File: src/sv/lnpu_pkg.sv
`default_nettype none
package lnpu_pkg;

  // Field widths
  localparam int IDX_W   = 10;
  localparam int TIME_W  = 32;
  localparam int POT_W   = 16;
  localparam int CNT_W   = 11;
  localparam int PSUM_W  = 26;
  localparam int TDATA_W = 64;

  // Default population size
  localparam int NEURONS_DEF = 1024;

  // Register reset values
  localparam logic signed [POT_W-1:0] REST_RESET   = 16'shBA00;  // -70 mV
  localparam logic signed [POT_W-1:0] THRESH_RESET = 16'shCE00;  // -50 mV
  localparam logic        [15:0]      REFR_RESET   = 16'h051F;   // 0.02 s

  // Saturation limits
  localparam logic [CNT_W-1:0]         SPIKE_MAX = {CNT_W{1'b1}};
  localparam logic signed [PSUM_W-1:0] PSUM_MAX  = {1'b0, {(PSUM_W-1){1'b1}}};
  localparam logic signed [PSUM_W-1:0] PSUM_MIN  = {1'b1, {(PSUM_W-1){1'b0}}};
  localparam logic signed [POT_W-1:0]  POT_MAX   = 16'sh7FFF;
  localparam logic signed [POT_W-1:0]  POT_MIN   = 16'sh8000;

  // Configuration register indexes
  typedef enum logic [1:0] {
    CFG_REST   = 2'd0,
    CFG_THRESH = 2'd1,
    CFG_REFR   = 2'd2
  } cfg_idx_t;

  // Configuration values
  typedef struct packed {
    logic signed [POT_W-1:0] rest;
    logic signed [POT_W-1:0] thresh;
    logic        [15:0]      refr_len;
  } cfg_t;

  // Per-neuron state word
  typedef struct packed {
    logic signed [POT_W-1:0] membrane;
    logic        [TIME_W-1:0] stamp;
    logic        [15:0]      refr_left;
  } nstate_t;

  // One input item
  typedef struct packed {
    logic        [IDX_W-1:0]  given;
    logic        [TIME_W-1:0] now;
    logic signed [POT_W-1:0]  psp;
    logic                     eos;
  } item_t;

  // Per-neuron part of a result
  typedef struct packed {
    logic        [IDX_W-1:0] neuron_out;
    logic                    spiked;
    logic signed [POT_W-1:0] potential;
    logic                    last;
  } result_t;

  // Pipeline load strobes
  typedef struct packed {
    logic s1_load;
    logic s2_load;
    logic out_load;
  } ctrl_t;

  // Saturate a 17 bit signed sum to 16 bits
  function automatic logic signed [POT_W-1:0] sat17(input logic signed [POT_W:0] s);
    logic signed [POT_W-1:0] r;
    if (s[POT_W] != s[POT_W-1]) begin
      r = s[POT_W] ? POT_MIN : POT_MAX;
    end else begin
      r = s[POT_W-1:0];
    end
    return r;
  endfunction

endpackage
`default_nettype wire

File: src/sv/lnpu_datapath.sv
`default_nettype none
module lnpu_datapath #(
  parameter int ADDR_W = 10
) (
  input  wire                    clk,
  input  wire                    rst_n,
  input  lnpu_pkg::cfg_t         cfg,
  input  lnpu_pkg::ctrl_t        ctrl,
  input  lnpu_pkg::item_t        in_item,
  input  wire [ADDR_W-1:0]       in_addr,
  input  lnpu_pkg::nstate_t      rd_state,
  output logic [ADDR_W-1:0]      s1_addr,
  output logic [ADDR_W-1:0]      s2_addr,
  output lnpu_pkg::nstate_t      wr_state,
  output lnpu_pkg::result_t      s2_res
);
  import lnpu_pkg::*;

  // Stage 1 context
  item_t             s1_item_r;
  logic [ADDR_W-1:0] s1_addr_r;

  // Stage 2 context
  item_t                    s2_item_r;
  logic [ADDR_W-1:0]        s2_addr_r;
  logic signed [49:0]       s2_prod_r;
  logic signed [POT_W-1:0]  s2_v1_r;
  logic [15:0]              s2_left_r;

  // Last write-back, for forwarding
  logic                     wb_valid_r;
  logic [ADDR_W-1:0]        wb_addr_r;
  nstate_t                  wb_state_r;

  // Stage 1 signals
  nstate_t                  cur;
  logic [TIME_W-1:0]        dt;
  logic signed [POT_W:0]    in_sum;
  logic signed [POT_W-1:0]  v1;
  logic [15:0]              left1;
  logic signed [POT_W:0]    diff;
  logic signed [49:0]       prod;

  // Stage 2 signals
  logic signed [33:0]       leak;
  logic signed [34:0]       v_sum;
  logic signed [POT_W-1:0]  v_leak;
  logic                     fire;
  logic signed [POT_W-1:0]  v_new;
  logic [15:0]              left_new;

  // Capture the item that enters stage 1
  always_ff @(posedge clk) begin
    if (ctrl.s1_load) begin
      s1_item_r <= in_item;
      s1_addr_r <= in_addr;
    end
  end

  // Stage 1: forward, integrate input, count down, multiply
  always_comb begin
    cur = rd_state;
    if (wb_valid_r && (wb_addr_r == s1_addr_r)) begin
      cur = wb_state_r;
    end
    dt = s1_item_r.now - cur.stamp;
    in_sum = {cur.membrane[POT_W-1], cur.membrane} + {s1_item_r.psp[POT_W-1], s1_item_r.psp};
    v1 = (cur.refr_left == 16'd0) ? sat17(in_sum) : cur.membrane;
    if ({16'd0, cur.refr_left} > dt) begin
      left1 = cur.refr_left - dt[15:0];
    end else begin
      left1 = 16'd0;
    end
    diff = {cfg.rest[POT_W-1], cfg.rest} - {v1[POT_W-1], v1};
    prod = 50'($signed({1'b0, dt})) * 50'(diff);
  end

  always_ff @(posedge clk) begin
    if (ctrl.s2_load) begin
      s2_item_r <= s1_item_r;
      s2_addr_r <= s1_addr_r;
      s2_prod_r <= prod;
      s2_v1_r   <= v1;
      s2_left_r <= left1;
    end
  end

  // Stage 2: floor shift, leak, saturate, fire
  always_comb begin
    leak  = s2_prod_r[49:16];
    v_sum = {{19{s2_v1_r[POT_W-1]}}, s2_v1_r} + {leak[33], leak};
    if (v_sum > 35'sd32767) begin
      v_leak = POT_MAX;
    end else if (v_sum < -35'sd32768) begin
      v_leak = POT_MIN;
    end else begin
      v_leak = v_sum[POT_W-1:0];
    end
    fire     = v_leak > cfg.thresh;
    v_new    = fire ? cfg.rest : v_leak;
    left_new = fire ? cfg.refr_len : s2_left_r;
  end

  assign wr_state = '{membrane: v_new, stamp: s2_item_r.now, refr_left: left_new};
  assign s2_res   = '{neuron_out: s2_item_r.given, spiked: fire, potential: v_new,
                      last: s2_item_r.eos};

  // Keep a copy of the newest write
  always_ff @(posedge clk) begin
    if (!rst_n) begin
      wb_valid_r <= 1'b0;
    end else if (ctrl.out_load) begin
      wb_valid_r <= 1'b1;
    end
  end

  always_ff @(posedge clk) begin
    if (ctrl.out_load) begin
      wb_addr_r  <= s2_addr_r;
      wb_state_r <= wr_state;
    end
  end

  assign s1_addr = s1_addr_r;
  assign s2_addr = s2_addr_r;

endmodule
`default_nettype wire

File: config.mk
export PLATFORM = sky130hd
export DESIGN_NAME = lnpu_datapath
export DESIGN_NICKNAME = d
export VERILOG_FILES = /design/src/sv/lnpu_pkg.sv /design/src/sv/lnpu_datapath.sv
export SDC_FILE = /design/constraint.sdc
export NUM_CORES = 2
export LEC_CHECK = 0
export BUFFER_PORTS_ARGS = -buffer_cell sky130_fd_sc_hd__buf_2
export CORE_MARGIN = 2
export CORE_UTILIZATION = 47
export DETAILED_ROUTE_END_ITERATION = 8
export PLACE_DENSITY = 0.74
export SYNTH_ARGS = -nofsm -noshare
export SYNTH_HDL_FRONTEND = slang
export SYNTH_SLANG_ARGS = --single-unit
export TNS_END_PERCENT = 20
File: constraint.sdc
create_clock -name clk -period 36.6 [get_ports clk]
set_input_delay 5.49 -clock clk [delete_from_list [all_inputs] [get_ports clk]]
set_output_delay 5.49 -clock clk [all_outputs]
set_load 0.02 [all_outputs]
==> summary.md <==
| Metric | Value |
|---|---|
| Port Buffers | 297 |
| Gpl congestion | between 0.9 and 1 |
| Hold Crit Class | reg2reg |
| Area fraction of the dominant cell type after synthesis | 27.16% |
| Initial antenna violation count | 2 |
| Kind of critical path | in2reg |
| Synth Area per Inst | 9.407 µm² |
| Hold Buf Count CTS | 0 |
| Leading cell types by count after synthesis | inv_1 (637), nand2_1 (478), fa_1 (453) |
| Detailed Routing Iterations Pass 1 | 6 |
| Cts bufs inserted | 31 |
| Fin nets | about 4700 |
| Final period util | 51.43% |
| Share of the yosys chip area belonging to registers | around a quarter |
| WP data required | 36930 ps |
| Synthesized instance count | ~3600 |
| Top FF cell, synth | edfxtp_1 |
| GRT busiest layer | met2 |
| Area Overhead vs Synth | 10.63% |
| Crit path DAT | 19160 ps |
| Post-synthesis net count | 4473 |
| Die Y-Extent | 270.6 µm |
| Die X | about 270 µm |
| Final setup vio count | 0 |
| Clock Tree Root | clkbuf_16 |
| All-Layer GR Usage | 25.52% |
| Startpoint Class | primary input |
| Syn Std Cell Area | 33390 µm² |
| Layout cells sized above 1 | 12.19% |
| Routed Antenna Nets | 0 |
| Remaining DRCs | 0 |
| Yosys top cell by area | fa_1 |
| CP max FO | 15 |
| Worst relative slew slack | between 10% and 20% |
| Met2 GRT Util | 43.25% |
| WL/cell | about 20 µm |
| Largest cells by area after synthesis | fa_1 (27%), edfxtp_1 (24%), ha_1 (11%), inv_1 (7.2%), nand2_1 (5.4%) |
| Die ar. | between 70000 and 80000 µm² |
| Starting Density | between 40% and 50% |
| First-pass GRT wire length | 146.1 mm |
| Share of flip-flops with an asynchronous set or reset | 0% |
| Synth warn | 0 |
| Worst setup margin | 17770 ps |
| Slew Viols, Final | 0 |
| Met1 Use GR | 32.82% |
| # Max-Cap Violations | 0 |
| TritonCTS clock tree | yes |
| Vias/cell | 5.494 |
| H-tree levels | 1 |
| Final Skew | slightly below 30 ps |
| Crit path max-delay cell type | xor2_1 |
| Pin count of the biggest net entering global routing | 70 |
| Io pins | 298 |
| Worst skew pair latency | 600 ps |
| Post-cts sizing count | 0 |
| Setup TNS | 0 ps |
| Worst path max stage delay | 840 ps |
| Gr ovfl total | 0 |
| Clock sink count | around 260 |
| Postcts setup bufs | 0 |
| Core Rows | 97 |
| Number of global-route vias before repair | about 27000 |
| Netlist cell types | 85 |
| Actual slew at the worst max-slew pin | roughly 1300 ps |
| RSZ-0062 raised after global routing | no |
| Dpl ws | 17330 ps |
| Via count | between 20000 and 30000 |
| Reg clk slew, reported paths | roughly 60 ps |
| Outcome | finished clean |
| Fmax | around 53 MHz |
| Yosys reg bits | roughly 260 |
| 1st-iter DRT viols | between 2000 and 2500 |
| M3 GR Usage | 4.544% |
| Post-synth EDFFs | 262 |
| Final hold viol count | 0 |
| Maximum clock path buffer count | 3 |
| Final HPWL DP | between 70 and 80 mm |
| Total wire length | 93.10 mm |
| ANT cells | 0 |
| Setup crit end kind | flop |
| Minimum clock period | 18830 ps |
| Core area | 70150 µm² |
| Critical path's most frequent cell | fa_1 |
| Most frequent cell after synthesis | inv_1 |
-- flip-flops by register name (all words and copies together), names as in the netlist --
| name | cells |
|---|---|
| s2_prod_r | 34 |
| wb_valid_r | 1 |
| s2_v1_r | 16 |
| wr_state | 32 |
| s1_item_r | 59 |
| wb_state_r | 64 |
| wb_addr_r | 10 |
| s2_res | 11 |
| s2_addr | 10 |
| s1_addr | 10 |
| s2_left_r | 16 |
-- through the flow --
stage	cell area, µm²	util, %	hold WS [ps]	std cells
global placement	35940	51.23	400.7	4689
floorplan	33390	-	400.3	3550
CTS	36940	52.66	418.6	4747
finish	36940	52.66	417.9	4747
detailed placement	35940	51.23	404.5	4689
global route	36940	52.66	428.9	4747
-- routing by layer --
metal,wire length [µm],up-vias
li1,-,11953
met1,37420,12795
met2,44070,1126
met3,8005,204
met4,3590,4
met5,22,-
-- cells by family after synthesis --
kind of cell               synth area share (%)
buffers and inverters                     9.094
adders and majority gates                 37.80
and+or+nand+nor                           14.94
xor gates and xnor gates                  2.938
DFF                                       23.62
muxes                                     2.263
AOI/OAI and AO/OA                         9.345
-- cells in the final DEF, fill, tap and decap left out, types with 17 or more instances in the layout --
master     Yosys  final
o21ai_0       86     86
mux2i_1       53     53
nand3_1       39     39
fa_1         453    453
o21a_1        34     34
and3_1        27     27
nand4_1       31     31
mux2_2        20     20
buf_4         17     50
nor2b_1       30     30
xnor2_1       74     65
nor3_1        52     50
o22ai_1       19     19
or3_1         17     17
edfxtp_1     262    262
buf_2          6    294
nor2_1       276    276
xor2_1        38     32
a21oi_1      140    140
nand2_1      478    478
ha_1         284    284
clkbuf_16      0     31
and2_1        79     79
inv_1        637    637
a21o_1        76     76
-- critical path: cells and delay by family --
kind / cells / cell delay, ps
and+or+nand+nor: 8 / 1270
muxes: 1 / 180
buffers and inverters: 8 / 750
adders and majority gates: 12 / 5060
xor gates and xnor gates: 2 / 970
AOI/OAI and AO/OA: 24 / 5410
-- worst paths after layout --
| kind | start | to | slack, ps | cells past startpoint |
|---|---|---|---|---|
| max | rd_state[48] | s2_prod_r[43] | 17770 | 55 |
| min | s1_item_r[50] | s2_res[19] | 420 | 0 |
| max reg2reg | s1_addr[6] | s2_prod_r[43] | 21060 | 58 |
| min reg2reg | s1_item_r[50] | s2_res[19] | 420 | 0 |
-- layout make-up --
| class | count | area, µm² |
|---|---|---|
| inverters | 641 | 2406 |
| repair buffers | 344 | 1847 |
| well taps | 940 | 1176 |
| clock buffers | 38 | 802.0 |
| fillers | 6449 | 33210 |
| flip-flops and latches | 263 | 7888 |
| clock inverters | 20 | 201.4 |
| multi-input cells | 2501 | 22620 |
Power is not shown: default switching activity piles up to over one toggle a cycle in this logic, so the estimate is an artifact.
