## config.mk

```make
export PLATFORM = sky130hd
export DESIGN_NAME = lnpu_tally
export DESIGN_NICKNAME = d
export VERILOG_FILES = /design/src/sv/lnpu_pkg.sv /design/src/sv/lnpu_tally.sv
export SDC_FILE = /design/constraint.sdc
export NUM_CORES = 1
export LEC_CHECK = 0
export ABC_AREA = 1
export BUFFER_PORTS_ARGS = -buffer_cell sky130_fd_sc_hd__buf_2
export CAP_MARGIN = 20
export CORE_ASPECT_RATIO = 0.8
export CORE_MARGIN = 2
export CORE_UTILIZATION = 40
export DETAILED_ROUTE_END_ITERATION = 10
export PLACE_DENSITY_LB_ADDON = 0.25
export REMOVE_ABC_BUFFERS = 1
export SLEW_MARGIN = 20
export SYNTH_ARGS = -nofsm -noshare
export SYNTH_HDL_FRONTEND = slang
export SYNTH_SLANG_ARGS = --single-unit
```

## constraint.sdc

```tcl
create_clock -name clk -period 2.7 [get_ports clk]
set_clock_uncertainty 0.15 [all_clocks]
set_input_delay 0.135 -clock clk [delete_from_list [all_inputs] [get_ports clk]]
set_output_delay 0.135 -clock clk [all_outputs]
set_load 0.02 [all_outputs]
```

## src/sv/lnpu_pkg.sv

```systemverilog
`default_nettype none
package lnpu_pkg;

  // Field widths
  localparam int IDX_W   = 10;
  localparam int TIME_W  = 32;
  localparam int POT_W   = 16;
  localparam int CNT_W   = 11;
  localparam int PSUM_W  = 26;
  localparam int TDATA_W = 64;

  // Default population size
  localparam int NEURONS_DEF = 1024;

  // Register reset values
  localparam logic signed [POT_W-1:0] REST_RESET   = 16'shBA00;  // -70 mV
  localparam logic signed [POT_W-1:0] THRESH_RESET = 16'shCE00;  // -50 mV
  localparam logic        [15:0]      REFR_RESET   = 16'h051F;   // 0.02 s

  // Saturation limits
  localparam logic [CNT_W-1:0]         SPIKE_MAX = {CNT_W{1'b1}};
  localparam logic signed [PSUM_W-1:0] PSUM_MAX  = {1'b0, {(PSUM_W-1){1'b1}}};
  localparam logic signed [PSUM_W-1:0] PSUM_MIN  = {1'b1, {(PSUM_W-1){1'b0}}};
  localparam logic signed [POT_W-1:0]  POT_MAX   = 16'sh7FFF;
  localparam logic signed [POT_W-1:0]  POT_MIN   = 16'sh8000;

  // Configuration register indexes
  typedef enum logic [1:0] {
    CFG_REST   = 2'd0,
    CFG_THRESH = 2'd1,
    CFG_REFR   = 2'd2
  } cfg_idx_t;

  // Configuration values
  typedef struct packed {
    logic signed [POT_W-1:0] rest;
    logic signed [POT_W-1:0] thresh;
    logic        [15:0]      refr_len;
  } cfg_t;

  // Per-neuron state word
  typedef struct packed {
    logic signed [POT_W-1:0] membrane;
    logic        [TIME_W-1:0] stamp;
    logic        [15:0]      refr_left;
  } nstate_t;

  // One input item
  typedef struct packed {
    logic        [IDX_W-1:0]  given;
    logic        [TIME_W-1:0] now;
    logic signed [POT_W-1:0]  psp;
    logic                     eos;
  } item_t;

  // Per-neuron part of a result
  typedef struct packed {
    logic        [IDX_W-1:0] neuron_out;
    logic                    spiked;
    logic signed [POT_W-1:0] potential;
    logic                    last;
  } result_t;

  // Pipeline load strobes
  typedef struct packed {
    logic s1_load;
    logic s2_load;
    logic out_load;
  } ctrl_t;

  // Saturate a 17 bit signed sum to 16 bits
  function automatic logic signed [POT_W-1:0] sat17(input logic signed [POT_W:0] s);
    logic signed [POT_W-1:0] r;
    if (s[POT_W] != s[POT_W-1]) begin
      r = s[POT_W] ? POT_MIN : POT_MAX;
    end else begin
      r = s[POT_W-1:0];
    end
    return r;
  endfunction

endpackage
`default_nettype wire

```

## src/sv/lnpu_tally.sv

```systemverilog
`default_nettype none
module lnpu_tally (
  input  wire                                   clk,
  input  wire                                   rst_n,
  input  wire                                   load,
  input  lnpu_pkg::result_t                     res,
  output lnpu_pkg::result_t                     out_res,
  output logic [lnpu_pkg::CNT_W-1:0]            out_spikes,
  output logic signed [lnpu_pkg::PSUM_W-1:0]    out_psum
);
  import lnpu_pkg::*;

  logic [CNT_W-1:0]          spike_r;
  logic [CNT_W-1:0]          spike_nxt;
  logic signed [PSUM_W-1:0]  psum_r;
  logic signed [PSUM_W-1:0]  psum_nxt;
  logic signed [PSUM_W:0]    psum_wide;

  result_t                   res_r;
  logic [CNT_W-1:0]          spikes_out_r;
  logic signed [PSUM_W-1:0]  psum_out_r;

  // Add this update to the running tallies, saturating
  always_comb begin
    spike_nxt = spike_r;
    if (res.spiked && (spike_r != SPIKE_MAX)) begin
      spike_nxt = spike_r + 1'b1;
    end
    psum_wide = {psum_r[PSUM_W-1], psum_r} +
                {{(PSUM_W-POT_W+1){res.potential[POT_W-1]}}, res.potential};
    if (psum_wide[PSUM_W] != psum_wide[PSUM_W-1]) begin
      psum_nxt = psum_wide[PSUM_W] ? PSUM_MIN : PSUM_MAX;
    end else begin
      psum_nxt = psum_wide[PSUM_W-1:0];
    end
  end

  // Tallies clear after the last beat of a step
  always_ff @(posedge clk) begin
    if (!rst_n) begin
      spike_r <= '0;
      psum_r  <= '0;
    end else if (load) begin
      spike_r <= res.last ? '0 : spike_nxt;
      psum_r  <= res.last ? '0 : psum_nxt;
    end
  end

  // Output register
  always_ff @(posedge clk) begin
    if (load) begin
      res_r        <= res;
      spikes_out_r <= spike_nxt;
      psum_out_r   <= psum_nxt;
    end
  end

  assign out_res    = res_r;
  assign out_spikes = spikes_out_r;
  assign out_psum   = psum_out_r;

endmodule
`default_nettype wire

```

==> impl_metrics.yaml, run 1 <==
timing:
  timing.fmax_mhz: 397.5
  relSlewSlack_pct: 42.10
  hold_viol: 0
  fin_crit_ns: 2.516
  final_max_slew_viol_count: 0
  worst_pin_slew_ns: 0.8686
  period_share_pct: 93.17
  setup_viol_count_final: 0
  worst_slack_ns: 0.1843
global_routing:
  grt_usage_pct: 18.54
  use_met1_pct: 27.12
  antenna_found_initial: 0
  overflow: 0
  grt_pass1_wl_um: 21380
  grt_pass1_vias: 4311
  grt_use_met3_pct: 4.184
  grt_util_met2_pct: 27.41
  grt_max_degree: 67
  busiest_layer: "met2"
finish:
  fillers: 1322
  final_layout_size_suffix_gt1_share_pct: 23.31
  layout.cells.non_filler: 965
  nets: 839
  diodes: 0
  area_growth_pct: 24.21
  finalCoreUtilization_pct: 50.82
  final_area_um2: 6862
die:
  die_x_um: 135.4
  core_um2: 13500
  start_util_pct: 40.91
  row_count: 38
  die-area_um2: 14770
  die_h_um: 109.1
  io_pins: 96
status:
  status: "finished, final reports clean"
placement:
  post_dp_cell_area_um2: 6185
  io_buffers: 95
  dp_hpwl_um: 9445
  dpl.cell_count: 918
  routabilityCongestion: 0.9065
  post-place-ws_ns: 0.03664
power:
  ir_drop_v: 0.0003371
  power_density_nw_per_um2: 602.2
  total_leakage_power_uw: 0.003117
  p_total_uw: 4132
clocking:
  clock_sinks: 102
  numCtsBuffers: 9
  clk_pin_slew_ns: 0.06
  root_buffer: "clkbuf_16"
  clk_latency_ns: 0.35
  cts_setup_buffers: 0
  cts_buffer_depth: 2
  cts_tree: "done"
  cts_max_level: 3
worst_setup_path:
  crit_fanout: 13
  critical_path_class: "input pin to flip-flop"
  reg2reg_from: "psum_r[0]"
  worstReg2RegEnd: "psum_r[22]"
  startpoint: "res[7]"
  cp.required_ns: 2.83
  rrSetupSlack_ns: 0.21
  end_kind: "flip-flop"
  setup.worst_path.start_class: "input pin"
  worst_r2r_path_depth: 13
  worstPathArrival_ns: 2.64
detailed_routing:
  vias: 4667
  drt_iter0_drc: 299
  avgRoutedWirePerCell_um: 14.30
  viasPerCell: 4.836
  drcViolationCount: 0
  final_antenna_net_count: 0
  routed_wl_um: 13800
  first_pass_iters: 5
synth:
  async_reset_ff_share_pct: 0
  synth_edf_count: 65
  yosysWarnings: 0
  netlist_top_cells_count: "218 x nand2_1, 65 x edfxtp_1, 56 x inv_1, 55 x a21oi_1, 39 x nor2_1"
  synthDistinctLibCells: 34
  yosysMostFrequentCell: "nand2_1"
  netlist.area_leader.share_pct: 35.33
  synth-seq-cells: 102
  synth_cells: 651
  yosys.area.top_type: "edfxtp_1"
  syn_area_um2: 5524
  ys_top_cells_by_area: "edfxtp_1 35%, nand2_1 15%, dfxtp_1 13%, ha_1 6.1%, a21oi_1 5.0%"
  syn_area_per_cell_um2: 8.485
  ys_seq_area_share_pct: 48.74
  ys.flop_type: "edfxtp_1"
hold_path:
  hold-path-endpoint: "out_res[16]"
  hp-class: "input pin to flip-flop"
  holdCritStartpoint: "res[16]"
  hold_path_depth: 1
job:
  max-cap-violations: 0
[logic make-up (layout without fill, tap and decap cells)]
logic type                 count (synthesis)  count (layout)  synth area share, %
and+or+nand+nor                          337             340                26.84
DFF                                      102             102                48.74
xor gates and xnor gates                  26              26                4.122
adders and majority gates                 28              28                6.478
AOI/OAI and AO/OA                         81              81                8.063
buffers and inverters                     77             208                5.753
[cells in the final DEF, fill, tap and decap left out, drive strengths merged, types with 2 or more instances in the layout]
master,synthesis,layout
a21oi,58,58
buf,6,100
clkbuf,7,11
xnor2,7,7
clkinvlp,0,2
edfxtp,65,65
ha,27,27
dlygate4sd3,0,28
nor3,7,7
xor2,19,19
o21ai,13,13
inv,63,65
nand2,248,251
o21bai,8,8
dfxtp,37,37
nand4,7,7
nand3b,2,2
nand3,27,27
nor2,44,44
clkinv,1,2
[final cells by class]
class / count / area [um2] / area share, %
Clock buffer: 11 / 232.7 / 3.392
Inverter: 64 / 240.2 / 3.501
Multi-Input combinational cell: 475 / 2636 / 38.42
Tap cell: 180 / 225.2 / 3.282
Sequential cell: 102 / 2693 / 39.24
Timing Repair Buffer: 128 / 793.3 / 11.56
Clock inverter: 5 / 41.29 / 0.6018
[layer usage]
metal / vias to the layer above / wire (um)
met3: 15 / 786
met4: 0 / 178
met1: 2130 / 7107
li1: 2388 / -
met2: 134 / 5723
met5: - / 0
[state kept, by name, indices dropped and copies added, names as in the netlist]
name,flops
out_spikes,11
spike_r,11
out_psum,26
out_res,28
psum_r,26
[through the flow]
stage / TNS, ns / hold WS [ns]
floorplan: 0 / 0.08387
global placement: 0 / 0.1613
detailed placement: 0 / 0.1634
CTS: 0 / 0.02455
global route: -0.003753 / 0.02706
finish: 0 / 0.02621
[what timing repair did]
action	CTS	global route
endpoints found under the setup margin	0	50
hold buffers	28	0
endpoints found under the hold margin	28	0
gates resized for setup	0	22
[worst max-delay path by stage]
stage,endpoint,slack [ns],cells after the start
global route,psum_r[21],-0.004,15
finish,psum_r[20],0.18,15
CTS,psum_r[22],0.01,13
floorplan,psum_r[24],0.46,15
detailed placement,psum_r[10],0.04,13
global placement,psum_r[24],0.04,15
[worst max-delay path, stage by stage]
cell           delay, ns
dlygate4sd3_1       0.54
buf_2               0.13
ha_1                0.35
nand2_1             0.15
nor2_4              0.16
nand3_2             0.09
nand3_2             0.16
nand3_2             0.10
nand2_1             0.09
nand2_1             0.08
nand2_4             0.16
nand2_8             0.13
o21ai_1             0.15
nand2_1             0.08
a21oi_1             0.13
[power by group]
| group | switching, uW | total (uW) | internal (uW) |
|---|---|---|---|
| combinational | 699 | 1040 | 346 |
| sequential | 43.1 | 1870 | 1830 |
| clock | 584 | 1220 | 634 |
Power figures use the tool's default switching activity.
==> run 2: changes to the inputs <==
- ABC_AREA: 1 -> not set
==> impl_metrics.yaml, run 2 <==
status:
  status: "complete, but fails checks"
  violations: "setup timing"
global_routing:
  antenna_found_initial: 0
  grt_pass1_vias: 4582
  grt_pass1_wl_um: 23400
  overflow: 0
  grt_usage_pct: 21.11
  grt_max_degree: 39
timing:
  fin_crit_ns: 2.835
  worst_pin_slew_ns: 0.6451
  whs_ns: 0.04794
  relSlewSlack_pct: 57.00
  hold_viol: 0
  final_max_slew_viol_count: 0
  worst_slack_ns: -0.1349
  timing.fmax_mhz: 352.7
  setup_viol_count_final: 37
  period_share_pct: 105.0
  rsz0062_at_grt: "yes"
synth:
  yosys.area.top_type: "edfxtp_1"
  syn_area_per_cell_um2: 10.65
  synth_edf_count: 65
  ys_seq_area_share_pct: 51.18
  ys_top_cells_by_area: "edfxtp_1 37%, dfxtp_1 14%, ha_1 6.4%, xnor2_1 3.3%, a21oi_1 3.1%"
  syn_area_um2: 5261
  yosysMostFrequentCell: "edfxtp_1"
  netlist_top_cells_count: "65 x edfxtp_1, 41 x nor2_1, 37 x dfxtp_1, 33 x a21oi_1, 30 x nand2_1"
  synth-seq-cells: 102
  synthDistinctLibCells: 57
  synth_cells: 494
  ys.flop_type: "edfxtp_1"
  yosysWarnings: 0
  netlist.area_leader.share_pct: 37.10
  async_reset_ff_share_pct: 0
hold_path:
  hp-class: "input pin to flip-flop"
die:
  die_h_um: 106.6
  core_um2: 12870
  io_pins: 96
  die_x_um: 132.2
  die-area_um2: 14090
  start_util_pct: 40.88
  row_count: 37
clocking:
  clk_pin_slew_ns: 0.07
  clk_latency_ns: 0.35
  clock_sinks: 102
  numCtsBuffers: 9
  cts_tree: "done"
  cts_buffer_depth: 2
  cts_max_level: 3
  root_buffer: "clkbuf_16"
finish:
  final_common_cell: "buf_4"
  final_layout_size_suffix_gt1_share_pct: 41.77
  largest_reg_flops: 28
  layout_common_cells: "112 x buf_4, 94 x buf_2, 65 x edfxtp_1, 35 x nor2_1, 31 x dfxtp_1"
  nets: 789
  diodes: 0
  area_growth_pct: 49.13
detailed_routing:
  vias: 4805
  drt_iter0_drc: 332
  final_antenna_net_count: 0
  routed_wl_um: 15160
  viasPerCell: 5.280
  avgRoutedWirePerCell_um: 16.65
  drcViolationCount: 0
  first_pass_iters: 5
worst_setup_path:
  critical_path_class: "flip-flop to flip-flop"
  setup.worst_path.start_class: "flip-flop"
  cp.required_ns: 2.79
  end_kind: "flip-flop"
  worstPathArrival_ns: 2.92
  crit_fanout: 5
placement:
  dp_hpwl_um: 10590
  post-place-ws_ns: -0.3818
  routabilityCongestion: 0.9021
  io_buffers: 95
job:
  max-cap-violations: 0
power:
  ir_drop_v: 0.0003251
  total_leakage_power_uw: 0.003433
  power_density_nw_per_um2: 546.8
run 2: cell families after synthesis:
kind of cell,after synthesis,share of synthesized area (%)
muxes,4,0.9036
buffers and inverters,37,2.996
xor gates and xnor gates,34,5.660
and+or+nand+nor,135,12.46
AOI/OAI and AO/OA,154,20.00
DFF,102,51.18
adders and majority gates,28,6.801
run 2: worst max-delay path: stages, from the launching register on:
cell	delay (ns)
dfxtp_2	0.34
ha_4	0.17
fa_2	0.37
a21oi_4	0.16
o22ai_2	0.12
o211ai_2	0.28
nor4_4	0.09
o31ai_2	0.23
mux2_4	0.25
nor2_4	0.07
buf_12	0.17
a311o_1	0.31
run 2: final timing paths:
| check | start | endpoint | slack (ns) | cells past startpoint |
|---|---|---|---|---|
| worst max register to register | psum_r[0] | psum_r[21] | -0.13 | 11 |
| worst max-delay path | psum_r[0] | psum_r[21] | -0.13 | 11 |
| worst min-delay path | res[1] | psum_r[0] | 0.05 | 3 |
| worst min register to register | psum_r[8] | psum_r[8] | 0.32 | 1 |
run 2: stage by stage:
stage	cells	setup TNS, ns	total power, uW	utilization, %	instance area (um2)
6_report	910	-2.127	4290	60.97	7846
5_1_grt	910	-6.984	4493	60.97	7846
4_1_cts	907	-2.663	4223	58.17	7486
3_5_place_dp	854	-12.36	2961	52.33	6735
3_3_place_gp	854	-8.325	2948	52.33	6735
2_1_floorplan	472	-10.32	2480	-	5160
run 2: report_power, final:
part           leakage, uW  switching [uW]  internal [uW]
registers         0.000941            47.4           1820
logic              0.00237             676            573
clock network     0.000124             550            623
run 2: what timing repair did:
action                     CTS  global route
setup endpoints to repair   50            52
hold buffers                30             0
cloned                       0             3
buffers inserted             7             0
pin swaps                    8            25
hold endpoints to repair    40             0
gates resized for setup     30            57
run 2: final cells by class:
cell class / count / area, um2
clock inverter: 4 / 25.02
sequential: 102 / 2700
clock buffer: 12 / 236.5
tap: 175 / 219.0
fill: 1133 / 5024
multi-input combinational: 355 / 2820
timing repair buffer: 247 / 1789
inverter: 15 / 56.30
run 2: per-layer routing:
layer	track usage [%]	vias up	part of all wire (%)	wire length [um]
met3	4.066	13	5.5	832
met2	31.29	139	43	6530
li1	-	2332	-	-
met5	0	-	0	0
met1	31.56	2321	50	7619
met4	5.684	0	1.1	172
==> run 3: changes to the inputs <==
- SETUP_SLACK_MARGIN: not set -> 0.3
==> impl_metrics.yaml, run 3 (synthesized netlist as in run 2, its figures left out) <==
worst_setup_path:
  cp.required_ns: 2.79
  worstPathArrival_ns: 2.91
  critical_path_class: "flip-flop to flip-flop"
  reg2reg_from: "psum_r[0]"
  worst_r2r_path_depth: 11
  crit_fanout: 5
  startpoint: "psum_r[0]"
  rrSetupSlack_ns: -0.12
  worstReg2RegEnd: "psum_r[21]"
  max_stage_delay_ns: 0.37
  cp_top_family: "compound AO/OA/AOI/OAI gates"
  end_kind: "flip-flop"
  setup.worst_path.start_class: "flip-flop"
  worst-path-buf-inv: 1
  path_cells: "ha_4 -> fa_2 -> a21oi_4 -> o22ai_2 -> o211ai_2 -> nor4_4 -> o31ai_2 -> mux2_4 -> nor2_4 -> buf_12 -> a311o_1"
  slowest_stage: "fa_2"
power:
  power_density_nw_per_um2: 544.0
  intPower_uw: 3018
  p_seq_share_pct: 43.5
  p_sw_share_pct: 29.72
  ir_drop_v: 0.0003268
  p_comb_share_pct: 29.0
  p_clk_share_pct: 27.4
  total_leakage_power_uw: 0.003445
  netSwitchingPower_uw: 1276
  p_total_uw: 4294
hold_path:
  hold-path-endpoint: "psum_r[0]"
  hp-class: "input pin to flip-flop"
  holdCritStartpoint: "res[1]"
  hold_path_depth: 3
detailed_routing:
  final_antenna_net_count: 0
  vias: 4796
  drcViolationCount: 0
  drt_iter0_drc: 299
  routed_wl_um: 15200
  avgRoutedWirePerCell_um: 16.70
  first_pass_iters: 5
  viasPerCell: 5.270
finish:
  diodes: 0
  area_growth_pct: 50.04
  layout_common_cells: "112 x buf_4, 94 x buf_2, 65 x edfxtp_1, 36 x nor2_1, 31 x dfxtp_1"
  nets: 789
  layout.cells.non_filler: 910
  fillers: 1136
  final_layout_size_suffix_gt1_share_pct: 42.18
  final_common_cell: "buf_4"
  largest_reg_flops: 28
die:
  row_count: 37
  io_pins: 96
  die_x_um: 132.2
  die_h_um: 106.6
  start_util_pct: 40.88
  core_um2: 12870
  die-area_um2: 14090
global_routing:
  grt_max_degree: 39
  overflow: 0
  grt_pass1_vias: 4616
  grt_usage_pct: 21.24
  antenna_found_initial: 0
  grt_pass1_wl_um: 23580
clocking:
  clock_sinks: 102
  clk_latency_ns: 0.35
  numCtsBuffers: 9
  cts_max_level: 3
  root_buffer: "clkbuf_16"
  cts_buffer_depth: 2
  cts_tree: "done"
  clk_pin_slew_ns: 0.07
placement:
  dp_hpwl_um: 10590
  post-place-ws_ns: -0.3818
  routabilityCongestion: 0.9021
  dpl.cell_count: 854
  io_buffers: 95
timing:
  worst_pin_slew_ns: 0.5811
  fin_crit_ns: 2.824
  rsz0062_at_grt: "yes"
  timing.fmax_mhz: 354.2
  relSlewSlack_pct: 60.85
  final_max_slew_viol_count: 0
  hold_viol: 0
  whs_ns: 0.04593
  period_share_pct: 104.6
  setup_viol_count_final: 31
  worst_slack_ns: -0.1235
status:
  status: "complete, but fails checks"
  violations: "setup timing"
job:
  max-cap-violations: 0
run 3: cell count changes in the layout (fill, tap and decap cells not counted), moves of 2 or more:
cell,previous run,this run
nor3_1,13,15
nor3_2,4,2
nand3_1,9,7
nand3_2,0,2
run 3: worst max path at each step:
stage | to | cells past startpoint | slack (ns)
5_1_grt | psum_r[21] | 11 | -0.22
3_5_place_dp | psum_r[21] | 11 | -0.38
4_1_cts | psum_r[21] | 11 | -0.11
3_3_place_gp | psum_r[20] | 14 | -0.36
2_1_floorplan | psum_r[21] | 9 | -0.44
6_report | psum_r[21] | 11 | -0.12
run 3: routing by layer:
| metal | GRT usage [%] | vias up | routed length [um] |
|---|---|---|---|
| met2 | 31.73 | 129 | 6599 |
| met4 | 5.684 | 0 | 172 |
| li1 | - | 2332 | - |
| met3 | 4.066 | 13 | 658 |
| met1 | 31.59 | 2322 | 7767 |
| met5 | 0 | - | 0 |
run 3: repair_timing:
action | in CTS | in global routing
pin swaps | 9 | 25
setup endpoints to repair | 55 | 62
resized for setup | 31 | 63
endpoints found under the hold margin | 40 | 0
hold buffers | 30 | 0
gates cloned | 0 | 3
setup buffers | 7 | 0
run 3: per-stage QoR:
step | cell area (um2) | TNS [ns] | utilization, %
2_1_floorplan | 5160 | -10.32 | -
3_3_place_gp | 6735 | -8.325 | 52.33
3_5_place_dp | 6735 | -12.36 | 52.33
4_1_cts | 7485 | -2.645 | 58.16
5_1_grt | 7894 | -6.761 | 61.34
6_report | 7894 | -1.823 | 61.34
run 3: power by group through the flow:
stage               Clock [uW]  Combinational [uW]  Sequential [uW]
global route              1260                1350             1880
global placement             0                1060             1890
detailed placement           0                1060             1900
CTS                       1210                1150             1870
finish                    1180                1250             1870
floorplan                    0                 449             2030
run 3: layout make-up:
class                           count  area [um2]  area share, %
Inverter                           15       56.30         0.7133
Sequential cell                   102        2700          34.21
Timing Repair Buffer              247        1789          22.67
Tap cell                          175       219.0          2.774
Clock buffer                       12       236.5          2.996
Multi-Input combinational cell    355        2868          36.33
Clock inverter                      4       25.02         0.3170
run 3: worst min-delay path: stages:
cell	delay, ns
buf_2	0.11
ha_4	0.14
a221o_1	0.13
